[src/rtl/mipc_pkg.sv]
// shared types, constants and format table for the mip chain size block
`timescale 1ns / 1ps
package mipc_pkg;

  localparam int MAX_MIP_LEVELS_DEF = 14;
  localparam int FORMAT_COUNT_DEF   = 3;

  localparam int FMT_W   = 2;
  localparam int DIM_W   = 16;
  localparam int REQ_W   = 8;
  localparam int LEVEL_W = 4;
  localparam int SIZE_W  = 34;
  localparam int AREA_W  = 2 * DIM_W;

  // formats that have a table entry
  localparam int TABLE_ENTRIES = 3;

  localparam logic [FMT_W-1:0] FMT_BYTE1   = 2'd0;
  localparam logic [FMT_W-1:0] FMT_BYTE2   = 2'd1;
  localparam logic [FMT_W-1:0] FMT_BYTE4   = 2'd2;
  localparam logic [FMT_W-1:0] FMT_INVALID = 2'd3;

  typedef struct packed {
    logic [FMT_W-1:0] format;
    logic [DIM_W-1:0] width;
    logic [DIM_W-1:0] height;
    logic [REQ_W-1:0] level_count;
  } desc_t;

  typedef struct packed {
    logic [LEVEL_W-1:0] level;
    logic [SIZE_W-1:0]  level_offset;
    logic [SIZE_W-1:0]  level_size;
    logic [SIZE_W-1:0]  mip_total;
    logic               last;
    logic               bad_format;
  } res_t;

  // log2 of bytes per pixel
  function automatic logic [1:0] pixel_shift(input logic [FMT_W-1:0] fmt);
    logic [1:0] s;
    unique case (fmt)
      FMT_BYTE1: s = 2'd0;
      FMT_BYTE2: s = 2'd1;
      FMT_BYTE4: s = 2'd2;
      default:   s = 2'd0;
    endcase
    return s;
  endfunction

endpackage

[src/rtl/mipc_area_mul.sv]
// shared pixel count multiplier: sizes floored at one past level 0, registered product
`timescale 1ns / 1ps
module mipc_area_mul
  import mipc_pkg::*;
#(
  parameter int IDX_W = 4
) (
  input  logic              clk,
  input  logic              en,
  input  logic [DIM_W-1:0]  width,
  input  logic [DIM_W-1:0]  height,
  input  logic [IDX_W-1:0]  idx,
  output logic [AREA_W-1:0] prod
);

  logic [DIM_W-1:0] w_sh;
  logic [DIM_W-1:0] h_sh;
  logic [DIM_W-1:0] mw;
  logic [DIM_W-1:0] mh;

  // base level keeps the raw size, later levels floor at one pixel
  always_comb begin
    w_sh = width >> idx;
    h_sh = height >> idx;
    if (idx == '0) begin
      mw = width;
      mh = height;
    end else begin
      mw = (w_sh == '0) ? DIM_W'(1) : w_sh;
      mh = (h_sh == '0) ? DIM_W'(1) : h_sh;
    end
  end

  // product register
  always_ff @(posedge clk) begin
    if (en) begin
      prod <= AREA_W'(mw) * AREA_W'(mh);
    end
  end

endmodule

[src/rtl/mip_chain_size_offsets_core.sv]
// top level: mip chain size and offset sequencer
`timescale 1ns / 1ps
// Takes one texture description per beat and returns one result beat per mip
// level, level 0 first, the last beat marked. A texture with n levels (the
// request clamped to 1..MAX_MIP_LEVELS) passes through ST_MUL and ST_EMIT
// once per level: one shared 16x16 multiplier registers each level's pixel
// count in ST_MUL and the offset adder loads the result register in ST_EMIT
// when the output is free. A bad format code gives a single flagged result
// beat. Further descriptions are stalled until the last result is loaded.
module mip_chain_size_offsets_core
  import mipc_pkg::*;
#(
  parameter int MAX_MIP_LEVELS = MAX_MIP_LEVELS_DEF,
  parameter int FORMAT_COUNT   = FORMAT_COUNT_DEF
) (
  input  logic  clk,
  input  logic  rst,
  input  logic  desc_valid,
  output logic  desc_stall,
  input  desc_t desc,
  output logic  res_valid,
  input  logic  res_stall,
  output res_t  res
);

  localparam int CNT_W = $clog2(MAX_MIP_LEVELS + 1);

  localparam logic [1:0] ST_IDLE = 2'd0;
  localparam logic [1:0] ST_MUL  = 2'd1;
  localparam logic [1:0] ST_EMIT = 2'd2;

  logic [1:0]        state;
  logic [CNT_W-1:0]  idx;
  logic [CNT_W-1:0]  levels;
  logic [DIM_W-1:0]  held_width;
  logic [DIM_W-1:0]  held_height;
  logic [1:0]        held_shift;
  logic              bad;
  logic [SIZE_W-1:0] total;
  logic [AREA_W-1:0] prod;

  logic              accept;
  logic              out_free;
  logic              fmt_bad;
  logic [CNT_W-1:0]  levels_next;
  logic [SIZE_W-1:0] size;
  logic [SIZE_W-1:0] total_next;
  logic              is_last;

  assign desc_stall = (state != ST_IDLE);
  assign accept     = desc_valid && !desc_stall;
  assign out_free   = !res_valid || !res_stall;

  // format check and level count clamp
  always_comb begin
    fmt_bad = ({2'b00, desc.format} >= 4'(FORMAT_COUNT)) ||
              ({2'b00, desc.format} >= 4'(TABLE_ENTRIES));
    if (desc.level_count == '0) begin
      levels_next = CNT_W'(1);
    end else if (desc.level_count > REQ_W'(MAX_MIP_LEVELS)) begin
      levels_next = CNT_W'(MAX_MIP_LEVELS);
    end else begin
      levels_next = CNT_W'(desc.level_count);
    end
  end

  mipc_area_mul #(
    .IDX_W (CNT_W)
  ) u_mul (
    .clk    (clk),
    .en     (state == ST_MUL),
    .width  (held_width),
    .height (held_height),
    .idx    (idx),
    .prod   (prod)
  );

  // level size, running total and end of chain
  always_comb begin
    size       = bad ? '0 : (SIZE_W'(prod) << held_shift);
    total_next = (idx == '0) ? '0 : total + size;
    is_last    = bad || ((idx + CNT_W'(1)) == levels);
  end

  // sequencer
  always_ff @(posedge clk) begin
    if (rst) begin
      state <= ST_IDLE;
    end else begin
      unique case (state)
        ST_IDLE: begin
          if (accept) begin
            state <= ST_MUL;
          end
        end
        ST_MUL: begin
          state <= ST_EMIT;
        end
        ST_EMIT: begin
          if (out_free) begin
            state <= is_last ? ST_IDLE : ST_MUL;
          end
        end
        default: begin
          state <= ST_IDLE;
        end
      endcase
    end
  end

  // held texture description and level counter
  always_ff @(posedge clk) begin
    if (accept) begin
      held_width  <= desc.width;
      held_height <= desc.height;
      held_shift  <= pixel_shift(desc.format);
      levels      <= levels_next;
      bad         <= fmt_bad;
      idx         <= '0;
      total       <= '0;
    end else if (state == ST_EMIT && out_free) begin
      idx   <= idx + CNT_W'(1);
      total <= total_next;
    end
  end

  // result register
  always_ff @(posedge clk) begin
    if (rst) begin
      res_valid <= 1'b0;
    end else if (state == ST_EMIT && out_free) begin
      res_valid <= 1'b1;
    end else if (!res_stall) begin
      res_valid <= 1'b0;
    end
  end

  always_ff @(posedge clk) begin
    if (state == ST_EMIT && out_free) begin
      res.level        <= LEVEL_W'(idx);
      res.level_offset <= (idx == '0) ? '0 : total;
      res.level_size   <= size;
      res.mip_total    <= total_next;
      res.last         <= is_last;
      res.bad_format   <= bad;
    end
  end

endmodule

[config.mk]
export PLATFORM = sky130hd
export DESIGN_NAME = mip_chain_size_offsets_core
export DESIGN_NICKNAME = d
export VERILOG_FILES = /design/src/rtl/mipc_pkg.sv /design/src/rtl/mipc_area_mul.sv /design/src/rtl/mip_chain_size_offsets_core.sv
export SDC_FILE = /design/constraint.sdc
export NUM_CORES = 1
export LEC_CHECK = 0
export BUFFER_PORTS_ARGS = -buffer_cell sky130_fd_sc_hd__buf_2
export CAP_MARGIN = 0
export CORE_ASPECT_RATIO = 1.4
export CORE_MARGIN = 2
export CORE_UTILIZATION = 42
export CTS_CLUSTER_DIAMETER = 80
export CTS_CLUSTER_SIZE = 16
export DETAILED_ROUTE_END_ITERATION = 8
export GPL_ROUTABILITY_DRIVEN = 0
export PLACE_DENSITY_LB_ADDON = 0.2
export RECOVER_POWER = 50
export SYNTH_ARGS = -nofsm -noshare
export SYNTH_HDL_FRONTEND = slang
export SYNTH_HIERARCHICAL = 1
export SYNTH_SLANG_ARGS = --single-unit
[constraint.sdc]
create_clock -name clk -period 21 [get_ports clk]
set_input_delay 1.05 -clock clk [delete_from_list [all_inputs] [get_ports clk]]
set_output_delay 1.05 -clock clk [all_outputs]
set_load 0.01 [all_outputs]
# Yosys cells after proc, flatten, opt, wreduce, memory -nomap -nowiden
# Cells that the tools add are included.
# word_totals
in_bits	46
wordCells	60
reg_bits	220
memories	0
mem_bits_rw	0
output_inout_bits	110
latch_bits	0
romBits	0
# classes
reduce_logical	14
div_mod_pow	0
n_mux	14
order_cmp	2
n_eq_ne	8
bitwise	0
n_mul	1
shifts	3
add_sub_neg	2
# ops
op	n
2-to-1 mux 34 bit	2
2-to-1 mux 16 bit	4
adder 34 bit	1
left shift 32 x 2 -> 34 bit	1
logical NOT 16 bit	2
multiplier 16 x 16 -> 32 bit	1
>> shifter 16 x 4 -> 16 bit	2
greater-than comparator 8 x 4 -> 1 bit (second input constant)	1
logical NOT 8 bit	1
case mux 2 bit (3 select lines)	1
adder 4 x 1 -> 4 bit (second input constant)	1
equality test 2 x 1 -> 1 bit (second input constant)	2
equality test 2 bit (second input constant)	2
equality test 4 bit	1
logical NOT 4 bit	1
2-to-1 mux 2 bit	2
2-to-1 mux 4 bit	1
!= test 2 bit (second input constant)	2
case mux 2 bit (2 select lines)	1
logical NOT 1 bit	3
2-to-1 mux 1 bit	3
greater-or-equal comparator 2 bit (second input constant)	1
logical AND 1 bit	2
logical NOT 2 bit	1
other kinds (4)	5

# Logic depth before layout (Yosys ltp)
# Gate-level depths: netlist (run 1).
# depth
depth_word	6
ltp_mapped	31
mapped_depth_nobuf	26

# Modules after synthesis
# Netlist (run 1), hierarchy kept.
# by_module_without_submodules
mod	area_per_inst_um2	cells_per_inst	n_inst
mipc_area_mul	11159.5	1233	1
mip_chain_size_offsets_core	9220.1	771	1

# Worst setup path after synthesis (run 1)
# Ideal clock, no wire load.
# synth_path
kind	register to register
startpoint	register idx[1]
endpoint	register u_mul.prod[26], data pin
path_buffers	4
setup_slack_ps	13360
arrival_ps	7374
stages_incl_launch_ff	29
cell_sequence	dfxtp_1 > buf_6 > clkbuf_1 > mux4_2 > mux2i_1 > o21a_1 > buf_2 > nand3_1 > or4_4 > and3_4 > buf_6 > or3_1 > fa_1 > fa_1 > inv_1 > fa_1 > fa_1 > fa_1 > inv_1 > fa_1 > inv_1 > ha_1 > nand2_1 > nor2_1 > a21o_1 > a221oi_1 > nor2b_1 > a41oi_1 > xor2_1
# synth_between
elab_chain_len	5
# synth_rtl
item	line	source
start: declaration	mip_chain_size_offsets_core.sv:33	logic [CNT_W-1:0] idx;
start signal: assignment	mip_chain_size_offsets_core.sv:122	idx <= idx + CNT_W'(1);
>> shifter 16 x 4 -> 16 bit (on tied branches)	mipc_area_mul.sv:23, mipc_area_mul.sv:24	
logical NOT 16 bit (on tied branches)	mipc_area_mul.sv:29, mipc_area_mul.sv:30	
2-to-1 mux 16 bit (on tied branches)	mipc_area_mul.sv:29, mipc_area_mul.sv:30	
2-to-1 mux 16 bit	mipc_area_mul.sv:25	if (idx == '0) begin
multiplier 16 x 16 -> 32 bit *	mipc_area_mul.sv:37	prod <= AREA_W'(mw) * AREA_W'(mh);
end signal: assignment	mipc_area_mul.sv:37	
end: declaration	mipc_area_mul.sv:13	output logic [AREA_W-1:0] prod
# Mark *: on every way between the ends. The rest lies on a longest branch, timed or not.
# A chain may end at the register's enable or synchronous reset.

# Worst setup path after layout (run 1)
# layout_path
startpoint	register idx[0]
endpoint	register u_mul.prod[22], data pin
# Same word-level chain as after synthesis.

==> impl_metrics.py, run 1 <==
metrics = {
    "worst_hold_path": {
        "hold_path_startpoint": "total[25]$_SDFFE_PP0P_",
        "min_to": "total[25]$_SDFFE_PP0P_",
        "hold_path_class": "flip-flop to flip-flop",
        "min_path_cells": 2,
    },
    "placement": {
        "dp_hpwl_um": 42760,
        "numPortBuffers": 155,
    },
    "global_routing": {
        "track_usage_pct": 21.06,
        "antenna_found_initial": 0,
        "grt_pass1_vias": 15389,
        "grt_max_degree": 64,
        "grt_pass1_wl_um": 83460,
        "grt_overflow": 0,
    },
    "logic_synthesis": {
        "synth_edf_count": 179,
        "async_reset_ff_share_pct": 0,
        "ys_warn_count": 6,
        "yosys_register_bits": 220,
        "synth.avg_cell_area_um2": 10.17,
        "synth_area_um2": 20380,
        "synth_fp_nets": 2384,
        "ys.flop_type": "edfxtp_1",
        "ys_types": 83,
        "synth-seq-area-share_pct": 30.40,
        "synth_cells": 2004,
    },
    "detailed_routing": {
        "antenna_left": 0,
        "first_pass_iters": 6,
        "wl_um": 52880,
        "drc": 0,
        "wl_per_cell_um": 19.25,
        "vias_per_cell": 5.398,
        "vias": 14829,
        "drt_iter0_markers": 1120,
    },
    "cells_and_area": {
        "num-fill-cells": 4629,
        "antennaDiodeCount": 0,
        "mostFrequentLayoutCell": "inv_1",
        "nNetsFinal": 2485,
        "final_layout_size_suffix_gt1_share_pct": 9.211,
        "final_cell_mix": "245 x inv_1, 208 x nand2_1, 208 x nor2_1",
        "area_delta_synth_final_pct": 8.123,
    },
    "floorplanning": {
        "die-area_um2": 50330,
        "die_y_um": 264.6,
        "rows": 95,
        "io_pins": 156,
        "die_w_um": 190.2,
        "initial_core_util_pct": 42.44,
        "core-area_um2": 48020,
    },
    "run": {
        "drv_cap": 6,
    },
    "status": {
        "failed_checks": "max-capacitance violations, max-slew violations",
        "status": "finished with violations",
    },
    "timing": {
        "fin_crit_sh_pct": 49.01,
        "skew_ns": 0.02194,
        "setup_viol": 0,
        "worstMarginPinSlew_ns": 3.061,
        "rsz0062_at_grt": "false",
        "hold_viol": 0,
        "relSlewSlack_pct": -104.1,
        "tns_ns": 0,
        "max_freq_mhz": 97.16,
        "min_period_ns": 10.29,
        "slew_violations": 273,
    },
    "critical_path": {
        "end_kind": "flip-flop",
        "max_stage_delay_ns": 2.09,
        "reg2regPathDepth": 25,
        "worst-setup-path-type": "flip-flop to flip-flop",
        "crit_top_cell": "fa_1",
        "cp.arrival_ns": 10.56,
        "r2r_start": "idx[0]$_SDFFE_PP0P_",
        "r2r_setup_slack_ns": 10.71,
        "r2r_end": "u_mul/prod[22]$_DFFE_PP_",
        "cp-start-kind": "flip-flop",
        "slowest_stage": "clkbuf_1",
        "crit_fanout": 53,
        "required_ns": 21.26,
    },
    "clock_network": {
        "cts_tree": "built",
        "ctsResizeCount": 0,
        "root_buffer": "clkbuf_16",
        "ctsHoldBuffers": 0,
        "path_clk_slew_ns": 0.08,
        "clock_sinks": 220,
        "cts_setup_buffers": 0,
        "numCtsBuffers": 18,
        "ctsLongestPathBuffers": 3,
        "clkLatencyLatePin_ns": 0.52,
        "htreeDepth": 1,
    },
}
-- worst max-delay path by stage --
stage                        startpoint                       end  slack, ns  cells past startpoint
finish              idx[0]$_SDFFE_PP0P_  u_mul/prod[22]$_DFFE_PP_      10.71                     25
global placement    idx[2]$_SDFFE_PP0P_  u_mul/prod[22]$_DFFE_PP_      12.58                     24
detailed placement  idx[0]$_SDFFE_PP0P_  u_mul/prod[22]$_DFFE_PP_      12.45                     25
CTS                 idx[0]$_SDFFE_PP0P_  u_mul/prod[22]$_DFFE_PP_      12.42                     25
floorplan           idx[1]$_SDFFE_PP0P_  u_mul/prod[26]$_DFFE_PP_      13.36                     28
global route        idx[0]$_SDFFE_PP0P_  u_mul/prod[24]$_DFFE_PP_       9.95                     27
-- synthesized netlist by cell type, types with 41 or more instances --
cell type / n / area [um2]
o21ai_0: 48 / 240.2
and2_1: 45 / 281.5
edfxtp_1: 179 / 5375
ha_1: 139 / 1739
inv_1: 246 / 923.4
dfxtp_1: 41 / 820.8
fa_1: 195 / 3904
nor2b_1: 47 / 294.0
mux4_2: 52 / 1171
clkbuf_1: 61 / 229.0
nor2_1: 209 / 784.5
a21oi_1: 80 / 400.4
nand2_1: 208 / 780.8
-- cell families after synthesis --
group	after synthesis	share of synthesized area, %
buf+inv	340	6.815
flops	220	30.40
compound gates	282	9.209
simple gates	679	15.72
xor+xnor	62	2.665
mux	87	7.496
fa+ha+maj	334	27.69
-- state kept, by name, summed over array words and instances (netlist names) --
signal,count
res,108
total,34
u_mul/prod,32
held_height,16
held_width,16
idx,4
levels,4
held_shift,2
state,2
bad,1
res_valid,1
-- metrics by stage --
step	setup slack [ns]	instance area [um2]	cells	hold WS (ns)	util [%]
global route	9.949	22030	2747	0.4880	45.89
floorplan	13.36	20380	2004	0.4244	-
global placement	12.58	21650	2715	0.4545	45.08
CTS	12.42	22190	2747	0.4785	46.21
detailed placement	12.45	21650	2715	0.4656	45.08
finish	10.71	22030	2747	0.4730	45.89
-- critical path: cells and delay by family, from the launching register on --
family	cells	cell delay, ns
fa+ha+maj	7	3.14
flops	1	0.31
simple gates	4	1.20
mux	2	1.09
xor+xnor	1	0.14
compound gates	7	1.90
buf+inv	4	2.23
-- layer usage --
layer | track usage [%] | part of all wire (%) | vias to the layer above
met3 | 2.436 | 5.5 | 179
met2 | 37.81 | 50 | 547
li1 | - | - | 6994
met5 | 0 | 0 | -
met4 | 11.73 | 6.1 | 0
met1 | 24.26 | 39 | 7109
-- area by class of cell --
| cell class | instances | area, um2 | area share (%) |
|---|---|---|---|
| tap | 630 | 788.3 | 3.577 |
| clock buffer | 30 | 516.7 | 2.345 |
| multi-input combinational | 1444 | 12810 | 58.12 |
| sequential | 220 | 6198 | 28.13 |
| clock inverter | 2 | 25.02 | 0.1136 |
| timing repair buffer | 175 | 773.2 | 3.509 |
| inverter | 246 | 925.9 | 4.202 |
Power of run 1 is left out: the tool's default activity adds up to more than one toggle a clock period on the data nets, which glitch-free logic cannot reach.
==> run 2: changes to the inputs <==
--- a/config.mk
+++ b/config.mk
@@ -5,6 +5,7 @@
 export SDC_FILE = /design/constraint.sdc
 export NUM_CORES = 1
 export LEC_CHECK = 0
+export ABC_AREA = 1
 export BUFFER_PORTS_ARGS = -buffer_cell sky130_fd_sc_hd__buf_2
 export CAP_MARGIN = 0
 export CORE_ASPECT_RATIO = 1.4
==> constraint.sdc (replaced) <==
create_clock -name clk -period 9.04 [get_ports clk]
set_input_delay 0.452 -clock clk [delete_from_list [all_inputs] [get_ports clk]]
set_output_delay 0.452 -clock clk [all_outputs]
set_load 0.01 [all_outputs]
==> impl_metrics.py, run 2 <==
metrics = {
    "status": {
        "status": "finished with violations",
        "failed_checks": "max-capacitance violations, max-slew violations",
    },
    "detailed_routing": {
        "vias_per_cell": 5.129,
        "antenna_left": 0,
        "drc": 0,
        "wl_um": 54440,
        "drt_iter0_markers": 1114,
        "wl_per_cell_um": 16.90,
        "first_pass_iters": 6,
        "vias": 16519,
    },
    "critical_path": {
        "crit_family": "adder cells",
        "crit_fanout": 14,
        "max_stage_delay_ns": 0.65,
        "worst-setup-path-type": "flip-flop to flip-flop",
        "cp-start-kind": "flip-flop",
        "slowest_stage": "clkbuf_1",
        "cp.arrival_ns": 8.29,
        "end_kind": "flip-flop",
        "required_ns": 9.28,
        "path_buf_inv": 8,
    },
    "floorplanning": {
        "rows": 95,
        "core-area_um2": 47900,
        "initial_core_util_pct": 42.50,
        "die_w_um": 190.1,
        "die-area_um2": 50280,
        "io_pins": 156,
        "die_y_um": 264.5,
    },
    "global_routing": {
        "grt_pass1_vias": 17098,
        "track_usage_pct": 22.02,
        "use_met3_pct": 2.105,
        "grt_pass1_wl_um": 87810,
        "grt_use_met2_pct": 40.11,
        "grt_use_met1_pct": 24.66,
        "grt_overflow": 0,
        "antenna_found_initial": 0,
        "grt.busiest_layer": "met2",
        "grt_max_degree": 91,
    },
    "timing": {
        "hold_viol": 0,
        "max_freq_mhz": 124.3,
        "relSlewSlack_pct": -95.50,
        "skew_ns": 0.02721,
        "rsz0062_at_grt": "false",
        "tns_ns": 0,
        "slew_violations": 228,
        "worstMarginPinSlew_ns": 2.916,
        "setup_viol": 0,
        "min_period_ns": 8.046,
        "fin_crit_sh_pct": 89.01,
    },
    "cells_and_area": {
        "largest_reg_flops": 108,
        "area_delta_synth_final_pct": 8.560,
        "antennaDiodeCount": 0,
        "mostFrequentLayoutCell": "nand2_1",
        "final_cell_mix": "529 x nand2_1, 472 x inv_1, 237 x nor2_1",
        "nNetsFinal": 2959,
        "largestRegisters": "res (108), total (34), u_mul/prod (32)",
        "final_layout_size_suffix_gt1_share_pct": 6.561,
        "regMostFlops": "res",
    },
    "clock_network": {
        "root_buffer": "clkbuf_16",
        "cts_tree": "built",
        "numCtsBuffers": 18,
        "ctsHoldBuffers": 0,
        "htreeDepth": 1,
        "clock_sinks": 220,
        "ctsLongestPathBuffers": 3,
        "cts_setup_buffers": 0,
        "path_clk_slew_ns": 0.07,
        "clkLatencyLatePin_ns": 0.52,
        "ctsResizeCount": 0,
    },
    "logic_synthesis": {
        "async_reset_ff_share_pct": 0,
        "synth.top_cells.by_area": "edfxtp_1 26%, fa_1 19%, nand2_1 9.7%, inv_1 8.7%, ha_1 8.5%",
        "synth_edf_count": 179,
        "ys_types": 52,
        "ys.flop_type": "edfxtp_1",
        "yosys_register_bits": 220,
        "yosys.area.top_type": "edfxtp_1",
        "ys_warn_count": 6,
        "yosys.area.top_type_share_pct": 26.40,
        "synth_fp_nets": 2834,
        "synth_area_um2": 20360,
        "synth_cells": 2454,
        "ys_top_cells_by_count": "528 x nand2_1, 471 x inv_1, 237 x nor2_1",
        "synth.avg_cell_area_um2": 8.296,
        "synth_most_common_cell": "nand2_1",
        "synth-seq-area-share_pct": 30.43,
    },
    "worst_hold_path": {
        "hold_path_class": "input pin to flip-flop",
    },
    "placement": {
        "dp_hpwl_um": 44350,
        "numPortBuffers": 155,
    },
    "run": {
        "drv_cap": 5,
    },
}
run 2: worst paths after layout:
path | from | end | slack (ns) | cells after the start
hold / removal | desc[30] | held_width[6]$_DFFE_PP_ | 0.1 | 1
setup / recovery | idx[3]$_SDFFE_PP0P_ | u_mul/prod[25]$_DFFE_PP_ | 0.99 | 30
setup reg to reg | idx[3]$_SDFFE_PP0P_ | u_mul/prod[25]$_DFFE_PP_ | 0.99 | 30
hold reg to reg | res_valid$_SDFFE_PP0P_ | state[1]$_SDFFE_PP0P_ | 0.49 | 2
run 2: per-stage QoR:
step                      instances  setup slack (ns)  hold slack [ns]  util, %  instance area, um2
after floorplan                2454             2.850           0.4548        -               20360
after global placement         3189             1.395           0.4742    45.35               21730
after detailed placement       3189             1.368           0.4764    45.35               21730
after CTS                      3221             1.304          0.06600    46.49               22270
after global routing           3221            0.5506          0.06968    46.14               22100
final                          3221            0.9935          0.09988    46.14               22100
run 2: kinds of logic after synthesis:
| family | Yosys count | share of synthesized area [%] |
|---|---|---|
| buf+inv | 558 | 10.58 |
| flops | 220 | 30.43 |
| compound gates | 273 | 7.645 |
| fa+ha+maj | 334 | 27.72 |
| simple gates | 1026 | 21.71 |
| mux | 10 | 0.4917 |
| xor+xnor | 33 | 1.420 |
run 2: area by class of cell:
| cell class | instances | area [um2] |
|---|---|---|
| clock inverter | 2 | 25.02 |
| sequential | 220 | 6196 |
| fill | 4784 | 25800 |
| timing repair buffer | 167 | 706.9 |
| inverter | 496 | 1863 |
| tap | 630 | 788.3 |
| clock buffer | 30 | 516.7 |
| multi-input combinational | 1676 | 12010 |
run 2: worst register-to-register path: cells and delay by family, from the launching register on:
family,cells,cell delay (ns)
AOI/OAI and AO/OA,1,0.12
xor gates and xnor gates,1,0.10
adders and majority gates,7,2.88
buffers and inverters,8,1.45
DFF,1,0.39
and+or+nand+nor,13,2.82
run 2: layer usage:
layer	share of wire (%)	vias to the layer above
met5	0	-
li1	-	7991
met3	4.7	182
met2	51	574
met4	6.7	0
met1	38	7772
Power of run 2 is left out for the same reason.
